--- src/hdl/rle_byte_encoder_defines.svh ---
// ----------------------------------------------------------------------------
// RLE byte encoder assertion macros
// Shared property wrappers, clocked on aclk and held off during reset.
// ----------------------------------------------------------------------------
`ifndef RLE_BYTE_ENCODER_DEFINES_SVH
`define RLE_BYTE_ENCODER_DEFINES_SVH

// Same-cycle implication.
`define RLE_ASSERT_NOW(label, ante, cons, msg) \
    label: assert property (@(posedge aclk) disable iff (!aresetn) (ante) |-> (cons)) \
        else $error(msg);

// Next-cycle implication.
`define RLE_ASSERT_NEXT(label, ante, cons, msg) \
    label: assert property (@(posedge aclk) disable iff (!aresetn) (ante) |=> (cons)) \
        else $error(msg);

`endif

--- src/hdl/rle_pkg.sv ---
// ----------------------------------------------------------------------------
// RLE encoder package
// Sizes, block and command types shared by the controller and the datapath.
// ----------------------------------------------------------------------------
`default_nettype none

package rle_pkg;

    localparam int LIT_DEPTH  = 128;               // longest literal run
    localparam int MAX_REPEAT = 129;               // longest repeat run
    localparam int OUT_LANES  = 8;                 // bytes per output beat
    localparam int LANE_BITS  = $clog2(OUT_LANES);
    localparam int CNT_W      = 8;                 // run length / byte counts
    localparam int LV_W       = 4;                 // lanes_valid width
    // literal byte i sits at position i + 1; position 0 is the header slot
    localparam int ROWS       = (LIT_DEPTH + OUT_LANES) / OUT_LANES;
    localparam int ROW_BITS   = $clog2(ROWS);

    localparam logic [CNT_W-1:0] REPEAT_HDR_OFS = CNT_W'(126);

    typedef enum logic [3:0] {
        MODE_EMPTY   = 4'b0001,
        MODE_HELD    = 4'b0010,
        MODE_REPEAT  = 4'b0100,
        MODE_LITERAL = 4'b1000
    } run_mode_t;

    typedef enum logic {
        BLK_REPEAT  = 1'b0,
        BLK_LITERAL = 1'b1
    } blk_kind_t;

    // one coded block: repeat (len = run length) or literal (len = byte count)
    typedef struct packed {
        blk_kind_t        kind;
        logic [CNT_W-1:0] len;
        logic [7:0]       value;
    } blk_t;

    typedef struct packed {
        logic load;      // take the input byte, update run state
        logic read;      // fetch the current group's store row
        logic advance;   // current beat taken, step to the next group
    } rle_cmd_t;

    typedef struct packed {
        logic plan_any;  // the byte being offered produces at least one beat
        logic grp_last;  // the current beat is the last for this byte
    } rle_sts_t;

endpackage

`default_nettype wire

--- src/hdl/rle_dp.sv ---
// ----------------------------------------------------------------------------
// RLE encoder datapath
// Run state, literal store, block plan and beat assembly.
// ----------------------------------------------------------------------------
`default_nettype none

module rle_dp
    import rle_pkg::*;
(
    input  wire logic                       aclk,
    input  wire logic                       aresetn,
    input  wire logic [7:0]                 data_byte,
    input  wire logic                       final_byte,
    input  wire rle_cmd_t                   cmd,
    output rle_sts_t                        sts,
    output logic [OUT_LANES-1:0][7:0]       lanes,
    output logic [LV_W-1:0]                 lanes_valid,
    output logic                            group_last
);

    run_mode_t        mode_reg, mode_next;
    logic [7:0]       held_reg, held_next;
    logic [CNT_W-1:0] rl_reg, rl_next;
    logic [7:0]       last_reg, last_next;

    blk_t             cur_reg, nxt_reg;
    logic             has_next_reg;
    logic [ROW_BITS-1:0] grp_reg;
    logic [7:0]       rd_row_reg [OUT_LANES];

    logic [7:0]       lit_mem [ROWS][OUT_LANES];

    logic                  a_valid, b_valid;
    blk_t                  a_blk, b_blk;
    logic [OUT_LANES-1:0]  wr_en;
    logic [ROW_BITS-1:0]   wr_row;
    logic [7:0]            wr_data [OUT_LANES];
    logic [CNT_W-1:0]      lit_pos;

    logic [CNT_W-1:0]      blk_total, blk_base, blk_remain;
    logic [7:0]            blk_hdr;
    logic                  blk_last;

    // ---------------- run state update for one byte ----------------
    always_comb begin
        mode_next = mode_reg;
        held_next = held_reg;
        rl_next   = rl_reg;
        last_next = last_reg;
        wr_en     = '0;
        wr_row    = '0;
        for (int j = 0; j < OUT_LANES; j++) begin
            wr_data[j] = data_byte;
        end
        lit_pos       = rl_reg + CNT_W'(1);
        a_valid       = 1'b0;
        a_blk.kind    = BLK_REPEAT;
        a_blk.len     = rl_reg;
        a_blk.value   = held_reg;
        b_valid       = 1'b0;
        b_blk         = a_blk;

        unique case (mode_reg)
            MODE_EMPTY: begin
                held_next = data_byte;
                mode_next = MODE_HELD;
            end
            MODE_HELD: begin
                if (data_byte == held_reg) begin
                    rl_next   = CNT_W'(2);
                    mode_next = MODE_REPEAT;
                end else begin
                    wr_en[1]   = 1'b1;
                    wr_en[2]   = 1'b1;
                    wr_data[1] = held_reg;
                    rl_next    = CNT_W'(2);
                    last_next  = data_byte;
                    mode_next  = MODE_LITERAL;
                    if (LIT_DEPTH <= 2) begin
                        a_valid    = 1'b1;
                        a_blk.kind = BLK_LITERAL;
                        a_blk.len  = CNT_W'(2);
                        mode_next  = MODE_EMPTY;
                        rl_next    = '0;
                    end
                end
            end
            MODE_REPEAT: begin
                if (data_byte == held_reg) begin
                    rl_next = rl_reg + CNT_W'(1);
                    if (rl_next >= CNT_W'(MAX_REPEAT)) begin
                        a_valid   = 1'b1;
                        a_blk.len = rl_next;
                        mode_next = MODE_EMPTY;
                        rl_next   = '0;
                    end
                end else begin
                    a_valid   = 1'b1;
                    held_next = data_byte;
                    rl_next   = '0;
                    mode_next = MODE_HELD;
                end
            end
            MODE_LITERAL: begin
                if (rl_reg >= CNT_W'(2) && rl_reg < CNT_W'(LIT_DEPTH) &&
                    data_byte == last_reg) begin
                    // pair closes the literal; its last byte opens a repeat
                    a_valid    = 1'b1;
                    a_blk.kind = BLK_LITERAL;
                    a_blk.len  = rl_reg - CNT_W'(1);
                    held_next  = data_byte;
                    rl_next    = CNT_W'(2);
                    mode_next  = MODE_REPEAT;
                end else begin
                    if (rl_reg < CNT_W'(LIT_DEPTH)) begin
                        wr_en[lit_pos[LANE_BITS-1:0]] = 1'b1;
                        wr_row    = ROW_BITS'(lit_pos >> LANE_BITS);
                        rl_next   = lit_pos;
                        last_next = data_byte;
                    end
                    if (rl_next >= CNT_W'(LIT_DEPTH)) begin
                        a_valid    = 1'b1;
                        a_blk.kind = BLK_LITERAL;
                        a_blk.len  = rl_next;
                        mode_next  = MODE_EMPTY;
                        rl_next    = '0;
                    end
                end
            end
            default: begin
                mode_next = MODE_EMPTY;
                rl_next   = '0;
            end
        endcase

        // flush whatever is pending after a final byte
        if (final_byte) begin
            case (mode_next)
                MODE_HELD: begin
                    wr_en[1]    = 1'b1;
                    wr_row      = '0;
                    wr_data[1]  = held_next;
                    b_valid     = 1'b1;
                    b_blk.kind  = BLK_LITERAL;
                    b_blk.len   = CNT_W'(1);
                    b_blk.value = held_next;
                end
                MODE_REPEAT: begin
                    b_valid     = 1'b1;
                    b_blk.kind  = BLK_REPEAT;
                    b_blk.len   = rl_next;
                    b_blk.value = held_next;
                end
                MODE_LITERAL: begin
                    b_valid     = 1'b1;
                    b_blk.kind  = BLK_LITERAL;
                    b_blk.len   = rl_next;
                    b_blk.value = held_next;
                end
                default: begin
                end
            endcase
            mode_next = MODE_EMPTY;
            rl_next   = '0;
        end
    end

    // ---------------- run state and block plan ----------------
    always_ff @(posedge aclk) begin
        if (!aresetn) begin
            mode_reg     <= MODE_EMPTY;
            held_reg     <= '0;
            rl_reg       <= '0;
            has_next_reg <= 1'b0;
            grp_reg      <= '0;
        end else begin
            if (cmd.load) begin
                mode_reg     <= mode_next;
                held_reg     <= held_next;
                rl_reg       <= rl_next;
                has_next_reg <= a_valid & b_valid;
                grp_reg      <= '0;
            end else if (cmd.advance) begin
                if (blk_last) begin
                    grp_reg      <= '0;
                    has_next_reg <= 1'b0;
                end else begin
                    grp_reg <= grp_reg + ROW_BITS'(1);
                end
            end
        end
    end

    always_ff @(posedge aclk) begin
        if (cmd.load) begin
            last_reg <= last_next;
            cur_reg  <= a_valid ? a_blk : b_blk;
            nxt_reg  <= b_blk;
        end else if (cmd.advance && blk_last && has_next_reg) begin
            cur_reg <= nxt_reg;
        end
    end

    // ---------------- literal store, one row per output beat ----------------
    always_ff @(posedge aclk) begin
        if (cmd.load) begin
            for (int j = 0; j < OUT_LANES; j++) begin
                if (wr_en[j]) begin
                    lit_mem[wr_row][j] <= wr_data[j];
                end
            end
        end
    end

    always_ff @(posedge aclk) begin
        if (cmd.read) begin
            for (int j = 0; j < OUT_LANES; j++) begin
                rd_row_reg[j] <= lit_mem[grp_reg][j];
            end
        end
    end

    // ---------------- beat assembly ----------------
    always_comb begin
        blk_total  = (cur_reg.kind == BLK_REPEAT) ? CNT_W'(2) : cur_reg.len + CNT_W'(1);
        blk_base   = CNT_W'({grp_reg, {LANE_BITS{1'b0}}});
        blk_remain = blk_total - blk_base;
        blk_last   = (blk_remain <= CNT_W'(OUT_LANES));
        blk_hdr    = (cur_reg.kind == BLK_REPEAT) ? cur_reg.len + REPEAT_HDR_OFS
                                                  : cur_reg.len - CNT_W'(1);
        lanes_valid = blk_last ? LV_W'(blk_remain) : LV_W'(OUT_LANES);
        for (int j = 0; j < OUT_LANES; j++) begin
            if (LV_W'(j) >= lanes_valid) begin
                lanes[j] = '0;
            end else if (grp_reg == '0 && j == 0) begin
                lanes[j] = blk_hdr;
            end else if (cur_reg.kind == BLK_REPEAT) begin
                lanes[j] = cur_reg.value;
            end else begin
                lanes[j] = rd_row_reg[j];
            end
        end
        group_last   = blk_last & ~has_next_reg;
        sts.grp_last = group_last;
        sts.plan_any = a_valid | b_valid;
    end

endmodule

`default_nettype wire

--- src/hdl/rle_ctrl.sv ---
// ----------------------------------------------------------------------------
// RLE encoder controller
// Sequences byte intake, store row fetch and output beats.
// ----------------------------------------------------------------------------
`default_nettype none

`include "rle_byte_encoder_defines.svh"

module rle_ctrl
    import rle_pkg::*;
(
    input  wire logic     aclk,
    input  wire logic     aresetn,
    input  wire logic     s_tvalid,
    output logic          s_tready,
    output logic          m_tvalid,
    input  wire logic     m_tready,
    output rle_cmd_t      cmd,
    input  wire rle_sts_t sts
);

    typedef enum logic [2:0] {
        ST_IDLE = 3'b001,
        ST_READ = 3'b010,
        ST_SEND = 3'b100
    } ctrl_state_t;

    ctrl_state_t state_reg, state_next;

    always_comb begin
        state_next  = state_reg;
        cmd         = '0;
        s_tready    = 1'b0;
        m_tvalid    = 1'b0;
        unique case (state_reg)
            ST_IDLE: begin
                s_tready = 1'b1;
                if (s_tvalid) begin
                    cmd.load = 1'b1;
                    if (sts.plan_any) begin
                        state_next = ST_READ;
                    end
                end
            end
            ST_READ: begin
                cmd.read   = 1'b1;
                state_next = ST_SEND;
            end
            ST_SEND: begin
                m_tvalid = 1'b1;
                if (m_tready) begin
                    cmd.advance = 1'b1;
                    state_next  = sts.grp_last ? ST_IDLE : ST_READ;
                end
            end
            default: begin
                state_next = ST_IDLE;
            end
        endcase
    end

    always_ff @(posedge aclk) begin
        if (!aresetn) begin
            state_reg <= ST_IDLE;
        end else begin
            state_reg <= state_next;
        end
    end

    `RLE_ASSERT_NOW(a_no_intake_while_sending, m_tvalid, !s_tready, "input taken during output")
    `RLE_ASSERT_NEXT(a_idle_after_last_beat, m_tvalid && m_tready && sts.grp_last, s_tready,
        "not ready after last beat")
    `RLE_ASSERT_NEXT(a_silent_byte_stays_idle, s_tvalid && s_tready && !sts.plan_any, s_tready,
        "left idle on a byte with no output")

endmodule

`default_nettype wire

--- src/hdl/rle_byte_encoder.sv ---
// ----------------------------------------------------------------------------
// RLE byte encoder (PackBits style), stream top level
// A byte that produces no output leaves the controller idle, ready for the next byte.
// A byte that produces output: each beat takes a store row read, then a send that
// waits for m_tready; the next byte is taken only after the last beat is sent.
// Reset (aresetn low, synchronous) empties the run state; store contents stay.
// ----------------------------------------------------------------------------
`default_nettype none

module rle_byte_encoder
    import rle_pkg::*;
(
    input  wire logic                   aclk,
    input  wire logic                   aresetn,
    input  wire logic                   s_tvalid,
    output logic                        s_tready,
    input  wire logic [7:0]             s_tdata,   // [7:0] data_byte
    input  wire logic                   s_tlast,   // final_byte
    output logic                        m_tvalid,
    input  wire logic                   m_tready,
    output logic [OUT_LANES*8-1:0]      m_tdata,   // out_lane_0 .. out_lane_7, 8 bits each
    output logic [LV_W-1:0]             m_tuser,   // [3:0] lanes_valid
    output logic                        m_tlast    // group_last
);

    rle_cmd_t                  cmd;
    rle_sts_t                  sts;
    logic [OUT_LANES-1:0][7:0] lanes;

    rle_ctrl u_ctrl (
        .aclk     (aclk),
        .aresetn  (aresetn),
        .s_tvalid (s_tvalid),
        .s_tready (s_tready),
        .m_tvalid (m_tvalid),
        .m_tready (m_tready),
        .cmd      (cmd),
        .sts      (sts)
    );

    rle_dp u_dp (
        .aclk        (aclk),
        .aresetn     (aresetn),
        .data_byte   (s_tdata),
        .final_byte  (s_tlast),
        .cmd         (cmd),
        .sts         (sts),
        .lanes       (lanes),
        .lanes_valid (m_tuser),
        .group_last  (m_tlast)
    );

    assign m_tdata = lanes;

endmodule

`default_nettype wire

--- config.mk ---
export PLATFORM = sky130hd
export DESIGN_NAME = rle_byte_encoder
export DESIGN_NICKNAME = d
export VERILOG_FILES = /design/src/hdl/rle_pkg.sv /design/src/hdl/rle_dp.sv /design/src/hdl/rle_ctrl.sv /design/src/hdl/rle_byte_encoder.sv
export VERILOG_INCLUDE_DIRS = /design/src /design/src/hdl
export SDC_FILE = /design/constraint.sdc
export NUM_CORES = 1
export LEC_CHECK = 0
export BUFFER_PORTS_ARGS = -buffer_cell sky130_fd_sc_hd__buf_2
export CAP_MARGIN = 20
export CELL_PAD_IN_SITES_DETAIL_PLACEMENT = 0
export CELL_PAD_IN_SITES_GLOBAL_PLACEMENT = 1
export CORE_MARGIN = 8
export CORE_UTILIZATION = 40
export DETAILED_ROUTE_END_ITERATION = 8
export HOLD_SLACK_MARGIN = 0.03
export PLACE_DENSITY_LB_ADDON = 0.1
export SYNTH_ARGS = -nofsm -noshare
export SYNTH_HDL_FRONTEND = slang
export SYNTH_SLANG_ARGS = --single-unit
export TNS_END_PERCENT = 1
--- constraint.sdc ---
create_clock -name aclk -period 5.41 [get_ports aclk]
set_input_delay 0.8115 -clock aclk [delete_from_list [all_inputs] [get_ports aclk]]
set_output_delay 0.8115 -clock aclk [all_outputs]
set_load 0.03 [all_outputs]
==> results of run 1 <==
==> cell type report <==
cell class	instances	area [um^2]
antenna	4	10.01
fill	10440	66120
clock inverter	67	604.3
tap	1637	2048
inverter	25	97.59
multi-input combinational	1153	12400
clock buffer	168	3682
sequential	1228	36550
timing repair buffer	243	1795
==> synth_stat cells (3+ instances only) <==
cell	count
o21ai_1	16
and3_1	8
mux2i_1	20
and2_1	7
nor2b_1	10
buf_2	12
buf_4	3
buf_6	5
a22oi_1	3
xor2_1	31
mux4_2	321
a211oi_1	11
mux2_2	80
dfxtp_1	34
o211a_1	4
ha_1	18
o21bai_1	3
buf_1	33
nor4_1	6
a221oi_1	6
nor3b_1	3
xnor2_1	16
edfxtp_1	1194
a21o_1	7
a31oi_1	4
a22o_1	3
nor4b_2	3
inv_1	24
nor2_1	199
nand4_1	6
nor3_1	20
a21oi_1	79
o31a_1	4
o31ai_1	8
clkbuf_1	80
nand3_1	17
nand2_1	159
nand2b_1	3
nor4b_1	5
o21ai_0	29
==> power by group <==
part | total, mW | leakage (nW) | switching [mW] | internal (mW)
Clock | 8.96 | 2.10 | 3.71 | 5.25
Sequential | 10.5 | 11.0 | 0.0330 | 10.5
Combinational | 1.06 | 4.71 | 0.807 | 0.248
Total | 20.5 | 17.9 | 4.55 | 16.0
==> logic make-up (layout without fill, tap and decap cells) <==
family | after synthesis | in the layout | synth area share (%)
DFF | 1228 | 1228 | 73.73
and+or+nand+nor | 459 | 459 | 4.098
muxes | 421 | 421 | 16.81
AOI/OAI and AO/OA | 207 | 207 | 2.712
buffers and inverters | 158 | 503 | 1.326
xor gates and xnor gates | 47 | 47 | 0.8307
adders and majority gates | 19 | 19 | 0.4949
other | 0 | 4 | 0
==> critical path: cells and delay by family, from the launching register on <==
kind,cells,cell delay (ns)
compound gates,4,0.67
xor+xnor,3,0.38
fa+ha+maj,3,0.81
buf+inv,4,0.76
flops,1,0.44
simple gates,3,0.55
==> worst paths after layout <==
check,slack (ns),depth (start not counted),to,start
max,0.24,17,m_tdata[43],u_dp.cur_reg[9]
min,0.37,2,u_ctrl.state_reg[0],aresetn
min reg2reg,0.52,2,flop,u_dp.grp_reg[1]
max reg2reg,1.00,9,u_dp.lit_mem[14][8],u_dp.rl_reg[3]
==> metal layers <==
metal	global-route usage, %	vias to the layer above	part of all wire [%]
li1	-	10830	-
met1	29.66	13820	44
met2	33.28	850	48
met3	3.907	183	5.8
met4	5.171	6	2.1
met5	0	-	0.023
==> what timing repair did <==
item,in CTS,in global routing
gates resized for setup,0,3
hold endpoints to repair,0,0
setup buffers,0,3
setup endpoints to repair,0,36
==> impl_metrics.toml, run 1 <==
[floorplanning]
rows = 129
initial_core_util_pct = 40.19
die_w_um = 368.0
ios = 84
dieHeight_um = 368.0
fp.coreArea_um2 = 123300
die_area_um2 = 135400

[placement]
pre_cts_ws_ns = 0.7951
gp_congestion = 0.8738
dpl.cell_count = 4281
io_buffers = 83
hpwl_mm = 92.93
dpl_cell_area_um2 = 52840

[pwr]
power.density_nw_per_um2 = 358.8
p_leak_nw = 17.86
ir_drop_v = 0.0003366
power_mw = 20.52

[synth]
synth_edf_count = 1194
postSynthCellCount = 2539
synth_top_area_share_pct = 72.35
ys_types = 76
synth_area_leader_cell = "edfxtp_1"
synth-async-reset-ratio_pct = 0
ys_ff_latch = 1228
yosys-top-cells-area = "edfxtp_1, mux4_2, mux2_2, nor2_1, dfxtp_1"
yosysWarnings = 0
ys_seq_area_share_pct = 73.73
syn_avg_cell_area_um2 = 19.52
synth_ff_type = "edfxtp_1"
syn-cell-area_um2 = 49550
synth_nets = 2571

[sta]
min_period_ns = 5.166
worst_clock_skew_ns = 0.02502
fmax_mhz = 193.6
hold_viol_final = 0
post-route-period-util_pct = 95.49
rsz0062_at_grt = "yes"
slew_headroom_pct = 22.45
finalMaxSlewViolations = 0
hold_slack_ns = 0.3700
fin_ws_ns = 0.2438
fin_tns_setup_ns = 0
finalSetupViolations = 0
worstMarginPinSlew_ns = 1.159

[worst_hold_path]
hp-class = "primary input to flop"

[grt]
grt_antenna_before_repair = 14
gr-total-overflow = 0
grt_pass1_wl_mm = 204.2
grt_use_total_pct = 20.84
grt_pass1_vias = 26710
grt_max_degree = 99

[cells_and_area]
drive_gt1_share_pct = 29.92
fin_cells = 4525
final_cell_mix = "edfxtp_1, mux4_2, nor2_1, nand2_1, buf_4"
largest_register_ffs = 1088
final_cell_area_um2 = 57190
finish.net_count = 2817
layout_commonest_cell = "edfxtp_1"
utilization_pct = 46.38
areaGrowthSynthToFinish_pct = 15.42

[route]
drt-pass1-iter-count = 7
ant_nets = 0
via_count = 25690
drt_iter0_drc = 2338
post_drt_via_cell_ratio = 5.677
drc = 0
post_drt_wl_per_cell_um = 31.49
routed_wl_mm = 142.5

[worst_setup_path]
crit_arrival_ns = 4.35
cpPeakStageDelay_ns = 0.44
required_ns = 4.60
worstPathCellList = "ha_1 > nand2_1 > xnor2_1 > nand2_1 > ha_1 > inv_1 > fa_1 > a21o_1 > a21oi_1 > xor2_1 > xnor2_1 > and4bb_2 > clkinvlp_4 > a21oi_1 > buf_6 > a21oi_1 > buf_2"
crit_fanout = 8
path_common_cell = "a21oi_1"
startpoint_type = "flop"
crit_path_end_kind = "output port"
crit_type = "flop to output port"
crit_slowest_cell = "edfxtp_1"

[clock_tree]
hold_buffers = 0
cts.path.max_buffers = 3
worstSkewPairLatency_ns = 0.74
root_buffer = "clkbuf_16"
h-tree-depth = 4
cts_tree = "yes"
cts_buffers = 134
path_clk_slew_ns = 0.06
cts.sinks = 1228

[job]
drv_cap = 0

[run_status]
status = "finished, final reports clean"
(Power assumes the default switching activity.)
==> inputs of run 2 (changes only) <==
- ABC_AREA: unset -> 1
- CORE_ASPECT_RATIO: unset -> 0.9
- MAX_ROUTING_LAYER: unset -> met4
==> impl_metrics.toml, run 2 <==
[grt]
grt_pass1_wl_mm = 235.0
grt_use_total_pct = 23.59
grt_pass1_vias = 32460
gr-total-overflow = 0
grt_max_degree = 210
grt_antenna_before_repair = 4

[sta]
worstMarginPinSlew_ns = 1.165
post-route-period-util_pct = 90.15
slew_headroom_pct = 22.33
fin_ws_ns = 0.5330
worst_clock_skew_ns = 0.02827
min_period_ns = 4.877
fmax_mhz = 205.0
finalMaxSlewViolations = 0
hold_viol_final = 0
fin_tns_setup_ns = 0
finalSetupViolations = 0
rsz0062_at_grt = "no"
hold_slack_ns = 0.3886

[synth]
postSynthCellCount = 4187
ys_seq_area_share_pct = 72.19
yosysWarnings = 0
yosys-top-cells-area = "edfxtp_1, nor2_1, o21ai_0, o221ai_1, nand2_1"
synth_nets = 4219
synth_area_leader_cell = "edfxtp_1"
synth_ff_type = "edfxtp_1"
synth_commonest_cells = "edfxtp_1, nor2_1, o21ai_0"
synth-async-reset-ratio_pct = 0
ys_types = 43
syn_avg_cell_area_um2 = 12.09
ys_ff_latch = 1228
yosysMostFrequentCell = "edfxtp_1"
synth_edf_count = 1194
synth_top_area_share_pct = 70.85
syn-cell-area_um2 = 50610

[route]
drt_iter0_drc = 3115
ant_nets = 0
post_drt_via_cell_ratio = 5.606
drc = 0
via_count = 34010
routed_wl_mm = 162.5
post_drt_wl_per_cell_um = 26.78
drt-pass1-iter-count = 7

[clock_tree]
hold_buffers = 0
path_clk_slew_ns = 0.06
worstSkewPairLatency_ns = 0.76
cts.path.max_buffers = 3
cts.sinks = 1228
cts_buffers = 131
h-tree-depth = 4
cts_tree = "yes"
root_buffer = "clkbuf_16"

[worst_setup_path]
r2r-end = "u_dp.lit_mem[12][9]"
crit_arrival_ns = 4.07
startpoint_type = "flop"
crit_start = "u_dp.cur_reg[9]"
crit_end = "m_tdata[21]"
cp_top_family = "simple AND/OR/NAND/NOR gates"
path_common_cell = "nand2_1"
crit_type = "flop to output port"
path_depth = 18
worstPathCellList = "ha_1 > nand2_1 > inv_1 > nand2_1 > nand3_1 > ha_1 > inv_1 > fa_1 > nor2_1 > nand2_1 > nor2_1 > and2_1 > nand2_1 > nor2_1 > nor2_2 > buf_4 > a21oi_1 > buf_2"
crit_path_end_kind = "output port"
reg2regPathDepth = 10
reg2reg_from = "u_dp.rl_reg[7]"
cpPeakStageDelay_ns = 0.44
regToRegSetupSlack_ns = 1.36
worst-path-buf-inv = 4
crit_slowest_cell = "edfxtp_1"
required_ns = 4.60
crit_fanout = 24

[cells_and_area]
final_cell_mix = "edfxtp_1, nor2_1, o21ai_0, nand2_1, o221ai_1"
final_cell_area_um2 = 57450
fin_cells = 6066
areaGrowthSynthToFinish_pct = 13.52
largest_register_ffs = 1088
drive_gt1_share_pct = 10.22
finish.net_count = 4290
layout_commonest_cell = "edfxtp_1"

[pwr]
power_frac_seq_pct = 48.4
p_int_mw = 16.25
ir_drop_v = 0.0002816
power.share.combinational_pct = 11.4
p_leak_nw = 19.28
p_sw_share_pct = 26.34
p_switching_mw = 5.811
power.density_nw_per_um2 = 384.0
clkPwrFrac_pct = 40.3

[floorplanning]
fp.coreArea_um2 = 126300
ios = 84
die_area_um2 = 138200
initial_core_util_pct = 40.07
dieHeight_um = 353.4
die_w_um = 390.9
rows = 124

[placement]
io_buffers = 83
pre_cts_ws_ns = 0.8431
dpl.cell_count = 5824
hpwl_mm = 97.26
dpl_cell_area_um2 = 53250
gp_congestion = 0.8984

[worst_hold_path]
min_from = "s_tvalid"
hp-class = "primary input to flop"

[job]
drv_cap = 0

[run_status]
status = "finished, final reports clean"
-- run 2: worst min path at each step --
stage | slack [ns] | cells after the start | endpoint
floorplan | 0.46 | 2 | u_dp.has_next_reg
global placement | 0.50 | 2 | u_dp.cur_reg[15]
detailed placement | 0.50 | 2 | u_dp.cur_reg[8]
CTS | 0.32 | 4 | u_ctrl.state_reg[0]
global route | 0.36 | 1 | u_dp.last_reg[5]
finish | 0.39 | 4 | u_ctrl.state_reg[0]
-- run 2: kinds of logic after synthesis --
family,synth area share [%]
AO/OA/AOI/OAI,12.37
buffers and inverters,3.026
XOR/XNOR,0.3214
flip-flops,72.19
adder cells (fa/ha/maj),0.4846
AND/OR/NAND/NOR,11.61
-- run 2: routing by layer --
metal  global-route usage [%]  share of wire [%]  routed length, um  up-vias
met5                        -                  0                  0        -
met3                    3.018                4.9               7961      219
met2                    35.67                 46              74420     1063
met1                    33.92                 47              76040    17190
li1                         -                  -                  -    15540
met4                    6.012                2.5               4048        0
-- run 2: final cells by class --
type | instances | area [um^2]
fillers | 11710 | 68840
flip-flops and latches | 1228 | 36550
clock buffers | 171 | 3532
repair buffers | 213 | 1539
clock inverters | 68 | 639.4
well taps | 1701 | 2128
inverters | 122 | 480.5
diodes | 1 | 2.502
multi-input cells | 2562 | 12580
-- run 2: worst register-to-register path, cell delays in order (launching register included) --
cell and delay (ns):
dfxtp_1 0.49, inv_1 0.19, o21ai_0 0.10, nor3_1 0.42
nand2_1 0.10, buf_4 0.19, nand2_2 0.29, nor2_2 0.10
a31oi_4 0.23, nand2_1 0.63, nor2_1 0.93
-- run 2: repair_timing --
action                     in CTS  in global routing
resized for setup               0                  2
buffers inserted                0                  0
setup endpoints to repair       0                  8
-- run 2: per-stage QoR --
step	utilization [%]	total power [mW]
finish	45.49	22.06
global route	45.49	22.75
CTS	45.47	22.26
detailed placement	42.16	13.39
global placement	42.15	13.41
floorplan	-	12.23
-- run 2: power groups by stage --
| stage | logic (mW) | registers [mW] | clock network [mW] |
|---|---|---|---|
| 6_report | 2.50 | 10.7 | 8.89 |
| 5_1_grt | 2.68 | 10.7 | 9.39 |
| 4_1_cts | 2.53 | 10.7 | 9.06 |
| 3_5_place_dp | 2.53 | 10.9 | 0 |
| 3_3_place_gp | 2.54 | 10.9 | 0 |
| 2_1_floorplan | 1.39 | 10.8 | 0 |
